$ cat config.mk
export PLATFORM = sky130hd
export DESIGN_NAME = encoder_move_sequencer_top
export DESIGN_NICKNAME = d
export VERILOG_FILES = /design/src/hw/rtl/ems_pkg.sv /design/src/hw/rtl/ems_move.sv /design/src/hw/rtl/encoder_move_sequencer_top.sv
export VERILOG_INCLUDE_DIRS = /design/src /design/src/hw/rtl
export SDC_FILE = /design/constraint.sdc
export NUM_CORES = 1
export LEC_CHECK = 0
export BUFFER_PORTS_ARGS = -buffer_cell sky130_fd_sc_hd__buf_2
export CAP_MARGIN = 30
export CORE_MARGIN = 2
export CORE_UTILIZATION = 59
export DETAILED_ROUTE_END_ITERATION = 16
export PLACE_DENSITY = 0.87
export SLEW_MARGIN = 5
export SYNTH_ARGS = -nofsm -noshare
export SYNTH_HDL_FRONTEND = slang
export SYNTH_SLANG_ARGS = --single-unit
$ cat constraint.sdc
create_clock -name clk -period 5.2 [get_ports clk]
set_clock_uncertainty 0.05 [all_clocks]
set_input_delay 0.26 -clock clk [delete_from_list [all_inputs] [get_ports clk]]
set_output_delay 0.26 -clock clk [all_outputs]
set_load 0.02 [all_outputs]
$ cat src/hw/rtl/encoder_move_sequencer_top_assert.svh
// Assertion macros shared by the RTL files.
`ifndef ENCODER_MOVE_SEQUENCER_TOP_ASSERT_SVH
`define ENCODER_MOVE_SEQUENCER_TOP_ASSERT_SVH

// Same-cycle implication, checked outside reset.
`define EMS_ASSERT_NOW(label, clk, rst, ante, cons) \
  label: assert property (@(posedge clk) disable iff (rst) (ante) |-> (cons)) \
    else $error("ems assertion failed");

// Next-cycle implication, checked outside reset.
`define EMS_ASSERT_NEXT(label, clk, rst, ante, cons) \
  label: assert property (@(posedge clk) disable iff (rst) (ante) |=> (cons)) \
    else $error("ems assertion failed");

`endif

$ cat src/hw/rtl/ems_pkg.sv
package ems_pkg;

  localparam int CFG_INDEX_WIDTH  = 1;
  localparam int CFG_DATA_WIDTH   = 16;
  localparam int CELL_WIDTH       = 16;
  localparam int TURN_WIDTH       = 15;
  localparam int COUNT_WIDTH      = 16;
  localparam int CMD_WIDTH        = 3;
  localparam int HEAD_WIDTH       = 2;
  localparam int POS_OUT_WIDTH    = 16;
  localparam int TOTAL_OUT_WIDTH  = 32;
  localparam int COORD_EXT_WIDTH  = 32;
  localparam int TOTAL_EXT_WIDTH  = 64;
  localparam int DEF_COORD_WIDTH  = 16;
  localparam int DEF_TOTAL_WIDTH  = 32;

  localparam logic [CELL_WIDTH-1:0] CELL_RESET = 16'd360;
  localparam logic [TURN_WIDTH-1:0] TURN_RESET = 15'd90;

  localparam logic [CFG_INDEX_WIDTH-1:0] REG_CELL_PULSES   = 1'd0;
  localparam logic [CFG_INDEX_WIDTH-1:0] REG_TURN90_PULSES = 1'd1;

  typedef logic [CMD_WIDTH-1:0] cmd_t;
  typedef logic [1:0]           move_t;
  typedef logic [HEAD_WIDTH-1:0] head_t;

  localparam cmd_t CMD_NONE  = 3'd0;
  localparam cmd_t CMD_FWD   = 3'd1;
  localparam cmd_t CMD_LEFT  = 3'd2;
  localparam cmd_t CMD_RIGHT = 3'd3;
  localparam cmd_t CMD_ABOUT = 3'd4;

  localparam move_t MV_FWD   = 2'd0;
  localparam move_t MV_LEFT  = 2'd1;
  localparam move_t MV_RIGHT = 2'd2;
  localparam move_t MV_ABOUT = 2'd3;

  localparam head_t HEAD_NORTH = 2'd0;
  localparam head_t HEAD_EAST  = 2'd1;
  localparam head_t HEAD_SOUTH = 2'd2;
  localparam head_t HEAD_WEST  = 2'd3;

  typedef struct packed {
    logic  done;
    logic  rejected;
    logic  moving;
    move_t done_move;
    logic  left_in1;
    logic  left_in2;
    logic  right_in1;
    logic  right_in2;
  } ems_status_t;

endpackage

$ cat src/hw/rtl/ems_move.sv
`include "encoder_move_sequencer_top_assert.svh"

module ems_move import ems_pkg::*; (
  input  logic                  clk,
  input  logic                  rst,
  input  logic                  step,
  input  cmd_t                  command,
  input  logic                  left_pulse,
  input  logic                  right_pulse,
  input  logic [CELL_WIDTH-1:0] cell_pulses,
  input  logic [TURN_WIDTH-1:0] turn90_pulses,
  output ems_status_t           status
);

  logic                   moving;
  move_t                  active_move;
  logic [COUNT_WIDTH-1:0] target_count;
  logic [COUNT_WIDTH-1:0] left_count;
  logic [COUNT_WIDTH-1:0] right_count;

  logic                   moving_next;
  move_t                  active_move_next;
  logic [COUNT_WIDTH-1:0] target_count_next;
  logic [COUNT_WIDTH-1:0] left_count_next;
  logic [COUNT_WIDTH-1:0] right_count_next;

  logic [COUNT_WIDTH-1:0] left_inc;
  logic [COUNT_WIDTH-1:0] right_inc;
  logic [COUNT_WIDTH-1:0] target_sel;
  logic                   done;
  logic                   move_cmd;
  logic                   start;
  move_t                  move_sel;

  always_comb begin
    left_inc  = (left_pulse && !(&left_count)) ? left_count + COUNT_WIDTH'(1) : left_count;
    right_inc = (right_pulse && !(&right_count)) ? right_count + COUNT_WIDTH'(1)
                                                 : right_count;
    done      = moving && (left_inc >= target_count) && (right_inc >= target_count);

    move_cmd = (command == CMD_FWD) || (command == CMD_LEFT) ||
               (command == CMD_RIGHT) || (command == CMD_ABOUT);
    start    = move_cmd && !moving;

    case (command)
      CMD_FWD:   move_sel = MV_FWD;
      CMD_LEFT:  move_sel = MV_LEFT;
      CMD_RIGHT: move_sel = MV_RIGHT;
      default:   move_sel = MV_ABOUT;
    endcase

    case (move_sel)
      MV_FWD:   target_sel = cell_pulses;
      MV_ABOUT: target_sel = {turn90_pulses, 1'b0};
      default:  target_sel = {1'b0, turn90_pulses};
    endcase

    moving_next       = start || (moving && !done);
    active_move_next  = start ? move_sel : active_move;
    target_count_next = start ? target_sel : target_count;
    left_count_next   = start ? '0 : (moving ? left_inc : left_count);
    right_count_next  = start ? '0 : (moving ? right_inc : right_count);

    status.done      = done;
    status.rejected  = move_cmd && moving;
    status.moving    = moving_next;
    status.done_move = active_move;
    status.left_in1  = 1'b0;
    status.left_in2  = 1'b0;
    status.right_in1 = 1'b0;
    status.right_in2 = 1'b0;
    if (moving_next) begin
      case (active_move_next)
        MV_FWD: begin
          status.left_in1  = 1'b1;
          status.right_in1 = 1'b1;
        end
        MV_LEFT: begin
          status.left_in2  = 1'b1;
          status.right_in1 = 1'b1;
        end
        default: begin
          status.left_in1  = 1'b1;
          status.right_in2 = 1'b1;
        end
      endcase
    end
  end

  always_ff @(posedge clk) begin
    if (rst) begin
      moving       <= 1'b0;
      active_move  <= MV_FWD;
      target_count <= '0;
      left_count   <= '0;
      right_count  <= '0;
    end else if (step) begin
      moving       <= moving_next;
      active_move  <= active_move_next;
      target_count <= target_count_next;
      left_count   <= left_count_next;
      right_count  <= right_count_next;
    end
  end

  `EMS_ASSERT_NOW(a_done_needs_move, clk, rst, step && done, moving)
  `EMS_ASSERT_NOW(a_reject_needs_move, clk, rst, step && status.rejected, moving && !start)
  `EMS_ASSERT_NEXT(a_start_clears_counts, clk, rst, step && start,
                   moving && (left_count == '0) && (right_count == '0))

endmodule

$ cat src/hw/rtl/encoder_move_sequencer_top.sv
// Two-wheel move sequencer.
// Input channel (in_valid / in_stall): command, left_pulse, right_pulse. One
// transfer per clock carries one command code and at most one encoder pulse
// for each wheel; code 0 carries pulses only.
// Output channel (out_valid / out_stall): exactly one result per input
// transfer, in order: H-bridge levels, busy, done, rejected, heading, cell
// position and the pulse totals saved at the last forward completion.
// Each result passes through the input register, then through the
// sequencing logic into the result register.
// Throughput is one item per cycle while out_stall is low, set by the
// registered update of the move counters and position registers.
// When the receiver stalls, the result register holds; one more item waits in
// the input register, then in_stall rises in the same cycle.
// Configuration (cfg_we, cfg_index, cfg_data) writes cell_pulses (index 0) or
// turn90_pulses (index 1); write only while no item is in flight.
// Synchronous reset ends any move in progress, sets heading north at cell (0,0),
// clears all totals and loads cell_pulses 360 and turn90_pulses 90.
`include "encoder_move_sequencer_top_assert.svh"

module encoder_move_sequencer_top import ems_pkg::*; #(
  parameter int COORD_WIDTH = DEF_COORD_WIDTH,
  parameter int TOTAL_WIDTH = DEF_TOTAL_WIDTH
) (
  input  logic                              clk,
  input  logic                              rst,
  input  logic                              in_valid,
  output logic                              in_stall,
  input  cmd_t                              command,
  input  logic                              left_pulse,
  input  logic                              right_pulse,
  output logic                              out_valid,
  input  logic                              out_stall,
  output logic                              left_in1,
  output logic                              left_in2,
  output logic                              right_in1,
  output logic                              right_in2,
  output logic                              busy_res,
  output logic                              move_done,
  output logic                              rejected,
  output head_t                             heading,
  output logic signed [POS_OUT_WIDTH-1:0]   pos_x,
  output logic signed [POS_OUT_WIDTH-1:0]   pos_y,
  output logic        [TOTAL_OUT_WIDTH-1:0] saved_left_total,
  output logic        [TOTAL_OUT_WIDTH-1:0] saved_right_total,
  input  logic                              cfg_we,
  input  logic        [CFG_INDEX_WIDTH-1:0] cfg_index,
  input  logic        [CFG_DATA_WIDTH-1:0]  cfg_data
);

  localparam logic signed [COORD_WIDTH-1:0] COORD_MAX = {1'b0, {(COORD_WIDTH-1){1'b1}}};
  localparam logic signed [COORD_WIDTH-1:0] COORD_MIN = {1'b1, {(COORD_WIDTH-1){1'b0}}};
  localparam logic signed [COORD_WIDTH-1:0] COORD_ONE = COORD_WIDTH'(1);

  logic [CELL_WIDTH-1:0] cell_pulses;
  logic [TURN_WIDTH-1:0] turn90_pulses;

  logic in_q_valid;
  cmd_t cmd_q;
  logic left_pulse_q;
  logic right_pulse_q;
  logic advance;
  logic step;

  ems_status_t status;

  head_t                         heading_reg;
  logic signed [COORD_WIDTH-1:0] x_reg;
  logic signed [COORD_WIDTH-1:0] y_reg;
  logic [TOTAL_WIDTH-1:0]        left_total;
  logic [TOTAL_WIDTH-1:0]        right_total;
  logic [TOTAL_WIDTH-1:0]        saved_left;
  logic [TOTAL_WIDTH-1:0]        saved_right;

  head_t                         heading_next;
  logic signed [COORD_WIDTH-1:0] x_next;
  logic signed [COORD_WIDTH-1:0] y_next;
  logic [TOTAL_WIDTH-1:0]        left_total_next;
  logic [TOTAL_WIDTH-1:0]        right_total_next;
  logic [TOTAL_WIDTH-1:0]        saved_left_next;
  logic [TOTAL_WIDTH-1:0]        saved_right_next;

  logic signed [COORD_EXT_WIDTH-1:0] x_ext;
  logic signed [COORD_EXT_WIDTH-1:0] y_ext;
  logic [TOTAL_EXT_WIDTH-1:0]        saved_left_ext;
  logic [TOTAL_EXT_WIDTH-1:0]        saved_right_ext;

  assign advance  = !out_valid || !out_stall;
  assign step     = in_q_valid && advance;
  assign in_stall = in_q_valid && !advance;

  always_ff @(posedge clk) begin
    if (rst) begin
      cell_pulses   <= CELL_RESET;
      turn90_pulses <= TURN_RESET;
    end else if (cfg_we) begin
      case (cfg_index)
        REG_CELL_PULSES:   cell_pulses   <= cfg_data[CELL_WIDTH-1:0];
        REG_TURN90_PULSES: turn90_pulses <= cfg_data[TURN_WIDTH-1:0];
        default: ;
      endcase
    end
  end

  always_ff @(posedge clk) begin
    if (rst) begin
      in_q_valid <= 1'b0;
    end else if (in_valid && !in_stall) begin
      in_q_valid <= 1'b1;
    end else if (step) begin
      in_q_valid <= 1'b0;
    end
  end

  always_ff @(posedge clk) begin
    if (in_valid && !in_stall) begin
      cmd_q         <= command;
      left_pulse_q  <= left_pulse;
      right_pulse_q <= right_pulse;
    end
  end

  ems_move u_move (
    .clk           (clk),
    .rst           (rst),
    .step          (step),
    .command       (cmd_q),
    .left_pulse    (left_pulse_q),
    .right_pulse   (right_pulse_q),
    .cell_pulses   (cell_pulses),
    .turn90_pulses (turn90_pulses),
    .status        (status)
  );

  always_comb begin
    left_total_next  = left_total + TOTAL_WIDTH'(left_pulse_q);
    right_total_next = right_total + TOTAL_WIDTH'(right_pulse_q);
    heading_next     = heading_reg;
    x_next           = x_reg;
    y_next           = y_reg;
    saved_left_next  = saved_left;
    saved_right_next = saved_right;
    if (status.done) begin
      case (status.done_move)
        MV_FWD: begin
          case (heading_reg)
            HEAD_NORTH: y_next = (y_reg == COORD_MAX) ? y_reg : y_reg + COORD_ONE;
            HEAD_EAST:  x_next = (x_reg == COORD_MAX) ? x_reg : x_reg + COORD_ONE;
            HEAD_SOUTH: y_next = (y_reg == COORD_MIN) ? y_reg : y_reg - COORD_ONE;
            default:    x_next = (x_reg == COORD_MIN) ? x_reg : x_reg - COORD_ONE;
          endcase
          saved_left_next  = left_total_next;
          saved_right_next = right_total_next;
        end
        MV_LEFT:  heading_next = heading_reg + 2'd3;
        MV_RIGHT: heading_next = heading_reg + 2'd1;
        default:  heading_next = heading_reg + 2'd2;
      endcase
    end
    x_ext           = COORD_EXT_WIDTH'(x_next);
    y_ext           = COORD_EXT_WIDTH'(y_next);
    saved_left_ext  = TOTAL_EXT_WIDTH'(saved_left_next);
    saved_right_ext = TOTAL_EXT_WIDTH'(saved_right_next);
  end

  always_ff @(posedge clk) begin
    if (rst) begin
      heading_reg <= HEAD_NORTH;
      x_reg       <= '0;
      y_reg       <= '0;
      left_total  <= '0;
      right_total <= '0;
      saved_left  <= '0;
      saved_right <= '0;
    end else if (step) begin
      heading_reg <= heading_next;
      x_reg       <= x_next;
      y_reg       <= y_next;
      left_total  <= left_total_next;
      right_total <= right_total_next;
      saved_left  <= saved_left_next;
      saved_right <= saved_right_next;
    end
  end

  always_ff @(posedge clk) begin
    if (rst) begin
      out_valid <= 1'b0;
    end else if (advance) begin
      out_valid <= in_q_valid;
    end
  end

  always_ff @(posedge clk) begin
    if (step) begin
      left_in1          <= status.left_in1;
      left_in2          <= status.left_in2;
      right_in1         <= status.right_in1;
      right_in2         <= status.right_in2;
      busy_res          <= status.moving;
      move_done         <= status.done;
      rejected          <= status.rejected;
      heading           <= heading_next;
      pos_x             <= x_ext[POS_OUT_WIDTH-1:0];
      pos_y             <= y_ext[POS_OUT_WIDTH-1:0];
      saved_left_total  <= saved_left_ext[TOTAL_OUT_WIDTH-1:0];
      saved_right_total <= saved_right_ext[TOTAL_OUT_WIDTH-1:0];
    end
  end

  `EMS_ASSERT_NOW(a_done_stops_motors, clk, rst, out_valid && move_done, !busy_res)
  `EMS_ASSERT_NOW(a_idle_pins_low, clk, rst, out_valid && !busy_res,
                  !left_in1 && !left_in2 && !right_in1 && !right_in2)
  `EMS_ASSERT_NEXT(a_step_fills_output, clk, rst, step, out_valid)

endmodule
==> flow_summary.toml, run 1 <==
[status]
status = "complete, no violations"

[worst_setup_path]
cpMaxStageDelayCell = "a311oi_1"
path_common_cell = "o21ai_0"
endpoint_kind = "flop"
timing.critical_path.slowest_cell_delay_ns = 0.64
crit_chain = "and4_1, nand4_1, o21ai_0, nor2_1, nand3_1, xnor2_1, ha_1, a21oi_1, o21ai_0, a2111o_1, a311oi_1, nor3_2, buf_4, mux2_2, o211a_1"
crit_type = "reg2reg"
worstPathRequired_ns = 5.57
crit_path_start_kind = "flop"
cp_max_fo = 14
cp_num_buf_inv = 1
arrival_ns = 5.22
path_delay_family = "compound AO/OA/AOI/OAI gates"

[synth]
synth_edf_count = 110
ys_seq_elements = 356
synthTopCellsByArea = "dfxtp_1, edfxtp_1, nor2_1"
ys_types = 79
synth.top_cell.area_share_pct = 27.6
syn_area_um2 = 17800
synthCells = 2032
synth_top_area_cell = "dfxtp_1"
synth_flop_cell = "dfxtp_1"
synth-seq-area-share_pct = 46.2
synth_area_per_cell_um2 = 8.77
yosys_warnings = 0
syn_nets = 2106
async_flop_share_pct = 0

[floorplan]
die_x_um = 178
die_height_um = 178
dieArea_um2 = 31600
io_pins = 134
rows = 63
start_util_pct = 59.9
core_um2 = 29700

[route]
post_drt_wl_per_cell_um = 17.3
wl_um = 43900
drtIter0Drc = 1450
vias = 15200
drcViolationCount = 0
ant_nets = 0
first_pass_iters = 6
vias_per_cell = 5.99

[timing]
hold_ws_ns = 0.0820
tns_ns = 0
slew_headroom_pct = 37.4
fin_crit_ns = 4.86
max_freq_mhz = 206
finalSetupViolations = 0
finalHoldViolCount = 0
slew_violations = 0
finalCritPeriodShare_pct = 93.4
tightest_slew_ns = 0.939

[placement]
finalWeightedCongestion = 0.921
hpwl_um = 28700
io_buffers = 133

[clock_tree]
clock-root-buffer = "clkbuf_16"
cts_sinks = 356
numCtsBuffers = 38
clk_pin_slew_ns = 0.06
clock_latency_ns = 0.53
cts_tree = "built"
h-tree-depth = 2
cts.path.max_buffers = 3

[worst_hold_path]
hold_class = "in2reg"

[global_route]
first_global_vias = 14600
grt_max_degree = 90
grt_util_all_layers_pct = 27.2
grt_antenna_before_repair = 0
grt_overflow = 0
grt_pass1_wl_um = 70600

[layout]
final_nets = 2195
syn_to_final_growth_pct = 13.4
fillers = 2246
diodes = 0
drive_above_1_share_pct = 12.0

[power]
total_power_w = 0.00605
powerDensity_nw_per_um2 = 299
peakVddDrop_uv = 253
p_leak_nw = 7.29

[job]
cap_violations = 0
[synthesized netlist by cell type (14+ instances only)]
cell type,number
a211oi_1,58
a21oi_1,117
a22oi_1,26
and3_1,20
buf_2,16
clkbuf_1,106
dfxtp_1,246
edfxtp_1,110
ha_1,47
inv_1,49
nand2_1,246
nand3_1,77
nand4_1,32
nor2_1,282
nor3_1,49
o21ai_0,113
o31ai_1,16
or3_1,25
or4_1,14
xnor2_1,86
xor2_1,84
[per-stage QoR]
step	std cells	instance area (um2)	utilization [%]	worst slack (ns)
after floorplan	2032	17800	-	0.540
after global placement	2439	18600	62.7	0.616
after global routing	2541	20200	68.0	-0.00657
final	2541	20200	68.0	0.344
after CTS	2537	20200	67.8	0.324
after detailed placement	2444	18700	62.9	0.368
[cell type report]
class / count / area (um2) / share of cell area, %
Sequential cell: 356 / 8230 / 40.7
Clock buffer: 50 / 1060 / 5.23
Multi-Input combinational cell: 1493 / 8910 / 44.1
Timing Repair Buffer: 182 / 1150 / 5.70
Inverter: 50 / 193 / 0.954
Tap cell: 390 / 488 / 2.42
Clock inverter: 20 / 170 / 0.842
[cells in the final DEF, fill, tap and decap left out, types with 13 or more instances in the layout]
cell type and n:
nand4_1 32, or3_1 25, inv_1 48, edfxtp_1 110, xnor2_1 86, clkbuf_16 38, xor2_1 84, and3_1 19
dlygate4sd3_1 23, nand2_1 245, buf_4 19, buf_2 133, a211oi_1 58, a21oi_1 117, nor4_1 13, ha_1 47
nor3_1 48, a22oi_1 26, dfxtp_1 246, o21ai_0 113, nand3_1 76, or4_1 14, nor2_1 282, o31ai_1 16
[worst paths after layout]
check        slack, ns                    end                   from  cells after the start
max               0.34         saved_right[0]  u_move.right_count[4]                     15
min               0.08  u_move.right_count[0]                    rst                      2
max reg2reg       0.34         saved_right[0]  u_move.right_count[4]                     15
min reg2reg       0.40         cell_pulses[4]         cell_pulses[4]                      2
[kinds of logic after synthesis]
logic type	count (synthesis)	synth area share, %
simple gates	830	21.6
compound gates	428	15.5
flops	356	46.2
buf+inv	184	4.04
xor+xnor	170	8.36
fa+ha+maj	47	3.30
mux	17	0.997
[routing by layer]
| metal | share of wire (%) | up-vias | GRT usage, % |
|---|---|---|---|
| met2 | 49 | 538 | 46.5 |
| met3 | 5.5 | 112 | 3.66 |
| met5 | 0 | - | 0 |
| met1 | 43 | 7195 | 35.0 |
| met4 | 3.2 | 0 | 10.2 |
| li1 | - | 7366 | - |
[where the power goes]
| part | internal, W | switching, W | leakage [nW] |
|---|---|---|---|
| registers | 0.00293 | 0.0000434 | 3.06 |
| clock network | 0.00154 | 0.00111 | 0.598 |
| logic | 0.000133 | 0.000294 | 3.63 |
[what timing repair did]
item,CTS,global route
setup buffers,0,2
resized for setup,0,4
hold buffers,23,0
setup endpoints to repair,0,38
endpoints found under the hold margin,38,0
Note: power is estimated with default switching activity, not from simulation.
==> run 2, diff against run 1 <==
--- a/config.mk
+++ b/config.mk
@@ -11,7 +11,9 @@
 export CORE_MARGIN = 2
 export CORE_UTILIZATION = 59
 export DETAILED_ROUTE_END_ITERATION = 16
+export GPL_TIMING_DRIVEN = 0
 export PLACE_DENSITY = 0.87
+export RECOVER_POWER = 25
 export SLEW_MARGIN = 5
 export SYNTH_ARGS = -nofsm -noshare
 export SYNTH_HDL_FRONTEND = slang
==> run 2 against run 1 <==
  * Sequential cell count did not move
  * Non-clock buffer count increased by 112
  * First-iteration DRC count increased by 24%
  * Global-route usage up 3.9 points
  * Critical path depth shrank 1
  * Core utilization up 0.61 points
  * Design area increased by 0.90%
  * Worst hold slack better by 0.092 ns
  * Combinational power rose by 12%
  * Largest power group unchanged
  * Sequential share of layout area fell by 0.36 points
==> flow_summary.toml, run 2 (same netlist as run 1, synthesis figures left out) <==
[timing]
slew_headroom_pct = 31.0
finalHoldViolCount = 0
tightest_slew_ns = 1.03
finalCritPeriodShare_pct = 96.9
max_freq_mhz = 198
finalSetupViolations = 0
fin_crit_ns = 5.04
slew_violations = 0

[power]
switchingPower_w = 0.00147
powerDensity_nw_per_um2 = 293
total_power_w = 0.00598
power.internal_w = 0.00451
p_leak_nw = 7.09
switching_share_pct = 24.6
comb_power_share_pct = 8.0
peakVddDrop_uv = 283
power_frac_clock_pct = 42.5
pwr-share-seq_pct = 49.5

[worst_setup_path]
timing.critical_path.slowest_cell_delay_ns = 0.62
arrival_ns = 5.31
cpMaxStageDelayCell = "a2111oi_1"
crit_chain = "and3_1, nand3_2, o41ai_4, buf_4, mux2_2, ha_1, a2111oi_1, a2111oi_4, a2111o_1, nand3_4, clkbuf_4, buf_2, nor3_1, xnor2_1"
path_delay_family = "compound AO/OA/AOI/OAI gates"
crit_path_start_kind = "flop"
crit_type = "reg2reg"
cp_num_buf_inv = 3
worstPathRequired_ns = 5.46
endpoint_kind = "flop"
cp_max_fo = 10

[placement]
hpwl_um = 34700
finalWeightedCongestion = 0.949
dp_cells = 2558
io_buffers = 133

[global_route]
first_global_vias = 15300
grt_pass1_wl_um = 77900
grt_antenna_before_repair = 1
grt_util_all_layers_pct = 31.1
grt_max_degree = 47
grt_overflow = 0

[layout]
layoutNonFillerInstCount = 2649
drive_above_1_share_pct = 6.64
syn_to_final_growth_pct = 14.4
layout_common_cells = "nor2_1, nand2_1, dfxtp_1"
layout.cells.most_common = "nor2_1"
diodes = 0
final_nets = 2305

[clock_tree]
clock-root-buffer = "clkbuf_16"
cts_tree = "built"
h-tree-depth = 2
numCtsBuffers = 37
cts.path.max_buffers = 3
clock_latency_ns = 0.53
cts_sinks = 356
clk_pin_slew_ns = 0.06

[worst_hold_path]
hold_class = "in2reg"

[route]
drtIter0Drc = 1792
post_drt_wl_per_cell_um = 18.9
drcViolationCount = 0
vias = 16200
ant_nets = 0
first_pass_iters = 6
vias_per_cell = 6.11
wl_um = 50000

[floorplan]
start_util_pct = 59.9
die_height_um = 178
rows = 63
core_um2 = 29700
dieArea_um2 = 31600
die_x_um = 178
io_pins = 134

[status]
status = "complete, no violations"

[job]
cap_violations = 0
==> run 2: through the flow <==
step	setup TNS [ns]	hold slack, ns	cell area (um2)	setup slack (ns)	util (%)
floorplan	0	0.309	17800	0.540	-
finish	0	0.174	20400	0.159	68.6
detailed placement	-53.52	0.388	19000	-0.649	64.0
CTS	0	0.155	20400	0.0458	68.8
global route	-0.0146	0.217	20400	-0.0135	68.6
global placement	-124.55	0.387	19000	-1.08	63.8
==> run 2: layout make-up <==
class / count / area (um2)
multi-input combinational: 1492 / 8960
timing repair buffer: 161 / 825
clock inverter: 14 / 108
sequential: 356 / 8230
tap: 390 / 488
buffer: 133 / 544
clock buffer: 53 / 1040
fill: 2255 / 9340
inverter: 50 / 188
==> run 2: tightest hold or removal path: cells and delay by family <==
kind	cells	cell delay, ns
compound gates	1	0.05
buf+inv	1	0.10
simple gates	2	0.27
==> run 2: power by group through the flow <==
stage	Sequential, W	Clock (W)	Combinational (W)
final	0.00296	0.00254	0.000477
after global routing	0.00297	0.00266	0.000509
after CTS	0.00296	0.00255	0.000464
after detailed placement	0.00302	0	0.000444
after global placement	0.00302	0	0.000426
after floorplan	0.00306	0	0.000241
==> run 2: path summary, 6_finish.rpt <==
kind                             to                 start  slack [ns]  cells after the start
hold / removal    turn90_pulses[14]                cfg_we        0.17                      4
setup / recovery           pos_x[4]  u_move.left_count[4]        0.16                     14
hold reg to reg      cell_pulses[9]        cell_pulses[9]        0.41                      2
setup reg to reg           pos_x[4]  u_move.left_count[4]        0.16                     14
==> run 2: layer usage <==
layer | track usage, % | wire [um] | vias to the layer above
li1 | - | - | 7597
met1 | 39.6 | 20100 | 7620
met2 | 51.9 | 23800 | 828
met3 | 4.61 | 3980 | 151
met4 | 14.4 | 2110 | 0
met5 | 0 | 0 | -
==> run 2: repair_timing <==
action,CTS,global route
hold endpoints to repair,38,0
endpoints found under the setup margin,168,145
gates cloned,0,0
gates resized for setup,8,25
pin swaps,1,2
hold buffers,23,0
setup buffers,1,1
